$ cat src/rtl/lss_pkg.sv
`timescale 1ns / 1ps
// lss_pkg: shared constants, codes and types for the LIFO stack with search.
// No dependencies; imported by lifo_stack_with_search.
package lss_pkg;

    localparam int DEPTH    = 64;
    localparam int ADDR_W   = $clog2(DEPTH);
    localparam int CNT_W    = $clog2(DEPTH + 1);
    localparam int DATA_W   = 32;
    localparam int FUNC_W   = 3;
    localparam int STATUS_W = 2;

    // operation codes
    localparam logic [FUNC_W-1:0] FN_PUSH   = 3'd0;
    localparam logic [FUNC_W-1:0] FN_POP    = 3'd1;
    localparam logic [FUNC_W-1:0] FN_LIST   = 3'd2;
    localparam logic [FUNC_W-1:0] FN_SEARCH = 3'd3;
    localparam logic [FUNC_W-1:0] FN_CLEAR  = 3'd4;

    // status codes
    localparam logic [STATUS_W-1:0] STS_OK    = 2'd0;
    localparam logic [STATUS_W-1:0] STS_EMPTY = 2'd1;
    localparam logic [STATUS_W-1:0] STS_FULL  = 2'd2;

    typedef enum logic [1:0] {
        S_IDLE,
        S_WALK,
        S_SRCH,
        S_SRCH_DONE
    } t_state;

endpackage

$ cat src/rtl/lss_ram.sv
`timescale 1ns / 1ps
// lss_ram: simple dual-port RAM, one write and one registered read per cycle.
// Generic; no package dependency. Read data holds when no read is issued.
module lss_ram #(
    parameter int DATA_W = 32,
    parameter int ADDR_W = 6
) (
    input  logic              i_clk,
    input  logic              i_we,
    input  logic [ADDR_W-1:0] i_waddr,
    input  logic [DATA_W-1:0] i_wdata,
    input  logic              i_re,
    input  logic [ADDR_W-1:0] i_raddr,
    output logic [DATA_W-1:0] o_rdata
);

    logic [DATA_W-1:0] mem [(1 << ADDR_W)];
    logic [DATA_W-1:0] r_rdata;

    always_ff @(posedge i_clk) begin
        if (i_we) begin
            mem[i_waddr] <= i_wdata;
        end
        if (i_re) begin
            r_rdata <= mem[i_raddr];
        end
    end

    assign o_rdata = r_rdata;

endmodule

$ cat src/rtl/lifo_stack_with_search.sv
`timescale 1ns / 1ps
// lifo_stack_with_search: bounded LIFO of signed 32-bit words with list and search.
// Depends on lss_pkg (constants, codes, state type) and lss_ram (entry storage).

// Stack of up to DEPTH signed 32-bit words held in one RAM with a registered
// read port, plus an entry count. Each input word carries an operation: push,
// pop, list, search or clear; unused codes are accepted and produce nothing.
// Push and clear answer straight from idle; pop reads the RAM, then outputs it.
// List emits one output word per stored entry, newest first, one per cycle
// while the output is not stalled, after an initial RAM read, with last set
// on the oldest; on an empty stack it gives a single empty-status word. Search
// scans the stored entries through the same read port, one compare per cycle,
// and answers. Throughput is therefore bounded by the single RAM read port
// and the number of held entries. A one-word output register sits between the
// engine and the output channel; o_in_stall is low only when the engine is idle
// and that register is empty or being drained this cycle. Output stalls simply
// freeze a list or pop in progress; nothing is dropped.
module lifo_stack_with_search
    import lss_pkg::*;
(
    input  logic                       i_clk,
    input  logic                       i_rst_n,
    // request channel
    input  logic                       i_in_valid,
    output logic                       o_in_stall,
    input  logic        [FUNC_W-1:0]   i_func,
    input  logic signed [DATA_W-1:0]   i_value,
    // result channel
    output logic                       o_out_valid,
    input  logic                       i_out_stall,
    output logic signed [DATA_W-1:0]   o_result_value,
    output logic        [STATUS_W-1:0] o_status,
    output logic                       o_found,
    output logic                       o_last
);

    // control state
    t_state             r_state, n_state;
    logic [CNT_W-1:0]   r_count, n_count;
    logic               r_out_valid, n_out_valid;
    // walk context
    logic [ADDR_W-1:0]  r_idx, n_idx;      // address of word now in RAM read data
    logic               r_single, n_single; // pop: one word only
    logic               r_hit, n_hit;
    logic [DATA_W-1:0]  r_key, n_key;
    // output word
    logic [DATA_W-1:0]   r_res, n_res;
    logic [STATUS_W-1:0] r_sts, n_sts;
    logic                r_fnd, n_fnd;
    logic                r_lst, n_lst;

    // RAM port
    logic              ram_we;
    logic [ADDR_W-1:0] ram_waddr;
    logic              ram_re;
    logic [ADDR_W-1:0] ram_raddr;
    logic [DATA_W-1:0] ram_rdata;

    logic              out_free;
    logic              accept;
    logic [CNT_W-1:0]  cnt_dec;
    logic [ADDR_W-1:0] idx_dec;
    logic              is_empty;
    logic              is_full;

    lss_ram #(
        .DATA_W (DATA_W),
        .ADDR_W (ADDR_W)
    ) u_ram (
        .i_clk   (i_clk),
        .i_we    (ram_we),
        .i_waddr (ram_waddr),
        .i_wdata (i_value),
        .i_re    (ram_re),
        .i_raddr (ram_raddr),
        .o_rdata (ram_rdata)
    );

    assign out_free   = !r_out_valid || !i_out_stall;
    assign o_in_stall = !((r_state == S_IDLE) && out_free);
    assign accept     = i_in_valid && !o_in_stall;
    assign cnt_dec    = r_count - CNT_W'(1);
    assign idx_dec    = r_idx - ADDR_W'(1);
    assign is_empty   = (r_count == '0);
    assign is_full    = (r_count == CNT_W'(DEPTH));
    assign ram_waddr  = r_count[ADDR_W-1:0];

    always_comb begin
        n_state     = r_state;
        n_count     = r_count;
        n_out_valid = r_out_valid && i_out_stall;
        n_idx       = r_idx;
        n_single    = r_single;
        n_hit       = r_hit;
        n_key       = r_key;
        n_res       = r_res;
        n_sts       = r_sts;
        n_fnd       = r_fnd;
        n_lst       = r_lst;
        ram_we      = 1'b0;
        ram_re      = 1'b0;
        ram_raddr   = cnt_dec[ADDR_W-1:0];

        case (r_state)
            S_IDLE: begin
                if (accept) begin
                    // default single-word answer; arms below override
                    n_res = '0;
                    n_sts = STS_OK;
                    n_fnd = 1'b0;
                    n_lst = 1'b1;
                    case (i_func)
                        FN_PUSH: begin
                            n_out_valid = 1'b1;
                            if (is_full) begin
                                n_sts = STS_FULL;
                            end else begin
                                ram_we  = 1'b1;
                                n_count = r_count + CNT_W'(1);
                            end
                        end
                        FN_POP: begin
                            if (is_empty) begin
                                n_out_valid = 1'b1;
                                n_sts       = STS_EMPTY;
                            end else begin
                                ram_re   = 1'b1;
                                n_count  = cnt_dec;
                                n_idx    = cnt_dec[ADDR_W-1:0];
                                n_single = 1'b1;
                                n_state  = S_WALK;
                            end
                        end
                        FN_LIST: begin
                            if (is_empty) begin
                                n_out_valid = 1'b1;
                                n_sts       = STS_EMPTY;
                            end else begin
                                ram_re   = 1'b1;
                                n_idx    = cnt_dec[ADDR_W-1:0];
                                n_single = 1'b0;
                                n_state  = S_WALK;
                            end
                        end
                        FN_SEARCH: begin
                            n_key = i_value;
                            n_hit = 1'b0;
                            if (is_empty) begin
                                n_out_valid = 1'b1;
                            end else begin
                                ram_re  = 1'b1;
                                n_idx   = cnt_dec[ADDR_W-1:0];
                                n_state = S_SRCH;
                            end
                        end
                        FN_CLEAR: begin
                            n_out_valid = 1'b1;
                            n_count     = '0;
                        end
                        default: begin
                            // unused code: swallowed, no result
                        end
                    endcase
                end
            end

            S_WALK: begin
                // read data is valid here; emit and, unless it was the last, fetch the next-older word
                if (out_free) begin
                    n_out_valid = 1'b1;
                    n_res       = ram_rdata;
                    n_sts       = STS_OK;
                    n_fnd       = 1'b0;
                    n_lst       = r_single || (r_idx == '0);
                    if (r_single || (r_idx == '0)) begin
                        n_state = S_IDLE;
                    end else begin
                        ram_re    = 1'b1;
                        ram_raddr = idx_dec;
                        n_idx     = idx_dec;
                    end
                end
            end

            S_SRCH: begin
                n_hit = r_hit || (ram_rdata == r_key);
                if (r_idx == '0) begin
                    n_state = S_SRCH_DONE;
                end else begin
                    ram_re    = 1'b1;
                    ram_raddr = idx_dec;
                    n_idx     = idx_dec;
                end
            end

            S_SRCH_DONE: begin
                if (out_free) begin
                    n_out_valid = 1'b1;
                    n_res       = '0;
                    n_sts       = STS_OK;
                    n_fnd       = r_hit;
                    n_lst       = 1'b1;
                    n_state     = S_IDLE;
                end
            end

            default: begin
                n_state = S_IDLE;
            end
        endcase
    end

    // control registers
    always_ff @(posedge i_clk) begin
        if (!i_rst_n) begin
            r_state     <= S_IDLE;
            r_count     <= '0;
            r_out_valid <= 1'b0;
        end else begin
            r_state     <= n_state;
            r_count     <= n_count;
            r_out_valid <= n_out_valid;
        end
    end

    // walk context and output word
    always_ff @(posedge i_clk) begin
        r_idx    <= n_idx;
        r_single <= n_single;
        r_hit    <= n_hit;
        r_key    <= n_key;
        r_res    <= n_res;
        r_sts    <= n_sts;
        r_fnd    <= n_fnd;
        r_lst    <= n_lst;
    end

    assign o_out_valid    = r_out_valid;
    assign o_result_value = r_res;
    assign o_status       = r_sts;
    assign o_found        = r_fnd;
    assign o_last         = r_lst;

endmodule
$ cat config.mk
export PLATFORM = sky130hd
export DESIGN_NAME = lifo_stack_with_search
export DESIGN_NICKNAME = d
export VERILOG_FILES = /design/src/rtl/lss_pkg.sv /design/src/rtl/lss_ram.sv /design/src/rtl/lifo_stack_with_search.sv
export SDC_FILE = /design/constraint.sdc
export NUM_CORES = 2
export LEC_CHECK = 0
export BUFFER_PORTS_ARGS = -buffer_cell sky130_fd_sc_hd__buf_2
export CORE_ASPECT_RATIO = 1.75
export CORE_MARGIN = 2
export CORE_UTILIZATION = 45
export DETAILED_ROUTE_END_ITERATION = 6
export PLACE_DENSITY = 0.6
export SYNTH_ARGS = -nofsm -noshare
export SYNTH_HDL_FRONTEND = slang
export SYNTH_HIERARCHICAL = 1
export SYNTH_SLANG_ARGS = --single-unit
$ cat constraint.sdc
create_clock -name i_clk -period 6.61 [get_ports i_clk]
set_input_delay 0.3305 -clock i_clk [delete_from_list [all_inputs] [get_ports i_clk]]
set_output_delay 0.3305 -clock i_clk [all_outputs]
set_load 0.02 [all_outputs]
=== Yosys cells after proc, flatten, opt, wreduce, memory -nomap -nowiden ===
Memory sizes are Yosys's and may differ from the RTL's. A register that Yosys moved wholly into a read port is not among the register bits.
Index checks and enable logic that the tools add are counted.

* Register bits: 86
* Memories: 1
* Bits in writable memories: 2048

* Muxes and demuxes: 64
* $add $sub $neg: 3
* Equality and inequality tests: 26
* Reductions and logical operators: 31

{| class="wikitable"
|+ Memory list
! memory !! depth !! width !! read ports !! clocked after memory_dff !! wr ports !! RTL line !! RTL
|-
| u_ram.mem || 64 || 32 || 1 || 1 || 1 || lss_ram.sv:17 || <nowiki>logic [DATA_W-1:0] mem [(1 << ADDR_W)];</nowiki>
|}

{| class="wikitable"
|+ Operator list
! operator !! number
|-
| 32-bit two-way mux || 3
|-
| 32-bit one-hot mux with 3 select lines || 1
|-
| 6-bit two-way mux || 9
|-
| 32-bit equality test || 1
|-
| 1-bit two-way mux || 26
|-
| 2-bit inequality test, second input constant || 12
|-
| 7-bit one-hot mux with 3 select lines || 1
|-
| 2-bit two-way mux || 9
|-
| 6-bit one-hot mux with 3 select lines || 1
|-
| 7-bit two-way mux || 2
|-
| 2-bit one-hot mux with 2 select lines || 3
|-
| 6-bit one-hot mux with 2 select lines || 1
|-
| 5-bit AND reduction || 2
|-
| 1-bit one-hot mux with 3 select lines || 3
|-
| 3-bit AND reduction || 3
|-
| 3-bit nonzero test || 3
|-
| 1-bit one-hot mux with 2 select lines || 4
|-
| 2-bit one-hot mux with 4 select lines || 1
|-
| 8-bit AND reduction || 1
|-
| 7-bit by 1-bit adder with 7-bit output, second input constant || 1
|-
| 7-bit equality test, second input constant || 1
|-
| 7-bit logical NOT || 1
|-
| 7-bit AND reduction || 1
|-
| 7-bit by 1-bit subtractor with 7-bit output, second input constant || 1
|-
| other kinds (19) || 33
|}

=== Logic depth before layout (Yosys ltp) ===
* Depth after elaboration: 8
* Mapped depth: 17

=== Cells and area by module ===
Netlist, hierarchy kept.

{| class="wikitable"
|+ By module, submodules not included
! module !! area an instance (um^2) !! seq. area each (um^2) !! cells an instance !! instances
|-
| lss_ram || 79359.9 || 62459.9 || 3511 || 1
|-
| lifo_stack_with_search || 4154.0 || 2482.4 || 340 || 1
|}

=== Worst setup path after synthesis ===
No wires, ideal clock.

* Path kind: register -> register
* Start: register r_count[0]
* End: memory u_ram.mem[27][0] (enable)
* Cell stages (with the launch flop): 13
* Arrival: 3.807 ns
* Required time: 6.189 ns
* Slack: 2.382 ns
* Buffers on the path: 4
* Library setup time: 0.421 ns
* Clock period less this slack: 4.228 ns
* Path through: dfxtp_1 -> clkbuf_1 -> inv_1 -> ha_1 -> or3b_1 -> clkbuf_2 -> nor3_1 -> a2111oi_0 -> clkbuf_1 -> inv_1 -> or2_2 -> clkbuf_1 -> nor2_1

* Cells in the longest elaborated chain, start to end: 7

{| class="wikitable"
|+ RTL lines
! element !! RTL line !! RTL
|-
| start: declaration || lifo_stack_with_search.sv:39 || <nowiki>logic [CNT_W-1:0] r_count, n_count;</nowiki>
|-
| start signal: assignment || lifo_stack_with_search.sv:221 || <nowiki>r_count <= n_count;</nowiki>
|-
| 7-bit equality test || lifo_stack_with_search.sv:85 || <nowiki>assign is_full = (r_count == CNT_W'(DEPTH));</nowiki>
|-
| 1-bit two-way mux || lifo_stack_with_search.sv:115 || <nowiki>if (is_full) begin</nowiki>
|-
| 1-bit two-way mux || lifo_stack_with_search.sv:112 || <nowiki>case (i_func)</nowiki>
|-
| 1-bit two-way mux || lifo_stack_with_search.sv:106 || <nowiki>if (accept) begin</nowiki>
|-
| 1-bit two-way mux || lifo_stack_with_search.sv:104 || <nowiki>case (r_state)</nowiki>
|-
| via ram_we || lifo_stack_with_search.sv:53 || <nowiki>logic ram_we;</nowiki>
|-
| 1-bit two-way mux || lss_ram.sv:21 || <nowiki>if (i_we) begin</nowiki>
|-
| 1-bit two-way mux (implied by the code) || lss_ram.sv:22 || <nowiki>mem[i_waddr] <= i_wdata;</nowiki>
|-
| end: declaration || lss_ram.sv:17 ||
|}

The timed path passes the listed nets, and every way through them passes these cells.

=== Worst setup path after layout ===
* Start: register r_idx[0]
* End: register u_ram.r_rdata[28] (netlist: u_ram/o_rdata[28]) (read register of u_ram.mem) (data pin)

* Cells in the longest elaborated chain, start to end: 5

{| class="wikitable"
|+ RTL lines
! element !! RTL line !! RTL
|-
| start: declaration || lifo_stack_with_search.sv:42 || <nowiki>logic [ADDR_W-1:0] r_idx, n_idx;</nowiki>
|-
| start signal: assignment || lifo_stack_with_search.sv:228 || <nowiki>r_idx <= n_idx;</nowiki>
|-
| parallel branches: the longest is 4 deep, another holds 6-bit by 1-bit subtractor with 6-bit output || -- ||
|-
| 6-bit one-hot mux with 2 select lines * || lifo_stack_with_search.sv:104 ||
|-
| via ram_raddr[0] || lifo_stack_with_search.sv:56 || <nowiki>logic [ADDR_W-1:0] ram_raddr;</nowiki>
|-
| end: declaration || lss_ram.sv:18 || <nowiki>logic [DATA_W-1:0] r_rdata;</nowiki>
|}

Mark *: on every way through the listed nets, which the timed path passes.
A chain may end at the register's enable or synchronous reset.

==> run_results.csv <==
group,metric,value,unit
synthesis,syn_avg_cell_area,21.7,um^2
timing,clock_skew,0.0274,ns
synthesis,yosys_register_bits,2166,
worst_setup_path,path_class,"flip-flop to flip-flop",
synthesis,synth_fp_nets,3897,
worst_setup_path,crit_fanout,64,
route,drc,0,
synthesis,synth.area.top_cells,"edfxtp_1 (78%), mux4_2 (12%), mux2i_1 (2.3%)",
synthesis,synth_ff_type,"edfxtp_1",
place,io_buffers,76,
route,route.met2.wl,116000,um
clocking,clock_path_buffers,4,
timing,final_max_slew_viol_count,0,
flow_run,max-cap-violations,0,
outcome,outcome,"completed",
final_layout,drive_above_1_share,24.5,%
clocking,cts_max_level,4,
die,start_util,45.2,%
global_route,grtUsageTotal,22.5,%
route,post_drt_wl_per_cell,32.0,um
clocking,post-cts-setup-buffers,0,
timing,max_freq,191,MHz
pwr,leakage,30.0,nW
pwr,ir_drop,0.000460,V
die,die_y,574,um
synthesis,synth.cell_area,83500,um^2
timing,setup_viol,0,
global_route,grt_max_degree,86,
synthesis,netlist_instances,3851,
route,drtPass1Iterations,5,
final_layout,instances_no_fill,6642,
route,vias_per_cell,6.08,
die,rows,209,
place,placed_cells,6308,
synthesis,synthTopCellsByCount,"edfxtp_1 (2,156), mux4_2 (446), mux2i_1 (196), a22oi_1 (129), nor2_1 (108)",
route,met3WireLength,11300,um
place,dp_hpwl,130000,um
route,routed_wl,212000,um
synthesis,synth_most_common_cell,"edfxtp_1",
pwr,p_per_area,466,nW/um^2
worst_setup_path,arrival,5.79,ns
worst_setup_path,start_kind,"flip-flop",
timing,finalHoldViolations,0,
synthesis,synth_top_area_share,77.5,%
route,drt_iter0_drc,4153,
clocking,cts_buffers,188,
synthesis,yosysTopAreaCell,"edfxtp_1",
clocking,clock_tree.root_cell,"clkbuf_16",
timing,setup-tns-final,0,ns
worst_setup_path,r2r_setup_slack,1.38,ns
synthesis,synth_edf_count,2156,
global_route,grt.overflow.total,0,
global_route,grt_pass1_vias,41500,
die,io_pins,77,
synthesis,synthArstFlopShare,0,%
clocking,clkLatencyLatePin,0.82,ns
worst_setup_path,end_kind,"flip-flop",
die,fp.dieW,330,um
timing,period_minus_slack,5.23,ns
die,core,185000,um^2
timing,rsz0062_at_grt,"false",
final_layout,nFillCells,14400,
global_route,antenna_found_initial,13,
die,die-area,189000,um^2
place,place_congestion,0.850,
pwr,power.total,43.7,mW
clocking,cts_sinks,2166,
timing,period_share,79.1,%
worst_setup_path,required,7.17,ns
synthesis,ys_warn_count,6,
route,highest_layer,"met5",
final_layout,syn_to_final_growth,12.3,%
clocking,cts_tree,"yes",
clocking,cts.clk_slew.worst_paths,0.07,ns
synthesis,ys_seq_area_share,77.8,%
route,wl_met1,77500,um
synthesis,synth.distinct_cells,66,
timing,max_slew.worst_pin.slew,1.33,ns
global_route,grt_pass1_wl,303000,um
route,vias,40400,
timing,slew_headroom,11.4,%
timing,layout_setup_ws,1.38,ns
final_layout,fin_nets,4122,
min_path,hold_path_class,"input pin to flip-flop",
place,dpl_worst_slack,1.32,ns
route,ant_nets,0,
path summary, 6_finish.rpt:
check | to | cells past startpoint | startpoint
worst max-delay path | u_ram/o_rdata[28]$_DFFE_PP_ | 13 | r_idx[0]$_DFFE_PP_
worst min-delay path | o_status[1]$_SDFFCE_PP0P_ | 3 | i_func[1]
worst max register to register | u_ram/o_rdata[28]$_DFFE_PP_ | 13 | r_idx[0]$_DFFE_PP_
worst min register to register | r_state[0]$_SDFFE_PN0P_ | 2 | r_state[0]$_SDFFE_PN0P_
metal layers:
layer  track usage (%)  up-vias
li1                  -    16700
met1              27.4    21900
met2              41.1     1451
met3              2.71      386
met4              7.69       10
met5                 0        -
critical path: stages (launching register included):
cell and delay (ns):
edfxtp_1 0.48, inv_1 0.09, ha_1 0.18, nor3b_1 0.51, a21oi_1 0.23, a21oi_1 0.27, nor2_1 0.20, o22ai_4 0.60
buf_12 0.51, mux4_2 0.56, nor2b_1 0.14, a211oi_1 0.65, o21ai_0 0.27, and3_1 0.20
final cells by class:
| type | instances | area, um^2 | area share (%) |
|---|---|---|---|
| repair buffers | 253 | 2210 | 2.35 |
| diodes | 2 | 5.00 | 0.00534 |
| clock inverters | 95 | 792 | 0.844 |
| inverters | 13 | 48.8 | 0.0520 |
| flip-flops and latches | 2166 | 64900 | 69.2 |
| multi-input cells | 1454 | 17800 | 19.0 |
| clock buffers | 233 | 4970 | 5.30 |
| well taps | 2426 | 3040 | 3.24 |
flip-flops by register name, indices dropped and copies added (netlist names), 2 cells and up:
| name | count |
|---|---|
| r_count | 7 |
| r_state | 2 |
| o_result_value | 32 |
| r_idx | 6 |
| u_ram/mem | 2048 |
| u_ram/o_rdata | 32 |
| r_key | 32 |
| o_status | 2 |
layout by cell type, fill, tap and decap left out, types with 12 or more instances in the layout:
cell / Yosys / final
buf_2: 54 / 76
a22oi_1: 129 / 129
nor2b_1: 19 / 16
a311o_1: 13 / 13
buf_4: 28 / 134
o221ai_1: 17 / 17
nor2_1: 108 / 40
a22o_1: 12 / 12
and2_1: 39 / 38
clkbuf_1: 86 / 40
buf_12: 3 / 39
nor2_4: 0 / 67
nand2_1: 52 / 52
clkbuf_16: 0 / 192
inv_1: 13 / 13
a211oi_1: 21 / 21
mux2i_1: 196 / 196
clkinv_1: 0 / 44
o211ai_1: 16 / 16
o22a_1: 12 / 12
mux4_2: 446 / 446
xnor2_1: 40 / 40
o21ai_0: 34 / 34
bufinv_16: 0 / 13
a31oi_1: 22 / 22
clkinv_2: 0 / 28
a21oi_1: 45 / 44
nor3_1: 12 / 12
edfxtp_1: 2156 / 2156
nand3_1: 50 / 50
o22ai_1: 50 / 44
cell families (layout without fill, tap and decap cells):
kind of cell / after synthesis / in the layout / share of synthesized area (%)
multiplexers: 642 / 642 / 14.4
adder cells (fa/ha/maj): 7 / 7 / 0.105
AO/OA/AOI/OAI: 412 / 412 / 3.54
buffers and inverters: 231 / 594 / 1.66
other: 0 / 2 / 0
AND/OR/NAND/NOR: 351 / 351 / 2.11
XOR/XNOR: 42 / 42 / 0.440
flip-flops: 2166 / 2166 / 77.8
power breakdown:
part           internal, mW  total [mW]  switching [mW]
Combinational          7.23        17.2            9.93
Sequential             15.6        15.9           0.294
Clock                  5.83        10.6            4.78
timing repair:
action | CTS | global route
hold buffers | 4 | 0
endpoints found under the hold margin | 9 | 0
gates resized for setup | 0 | 0
metrics by stage:
step	hold slack [ns]	instance area (um^2)	util (%)
2_1_floorplan	0.429	83500	-
3_3_place_gp	0.500	88000	47.6
3_5_place_dp	0.510	88000	47.6
4_1_cts	0.0208	93800	50.7
5_1_grt	0.0751	93800	50.7
6_report	0.0623	93800	50.7
Note: power is estimated with default switching activity, not from simulation.
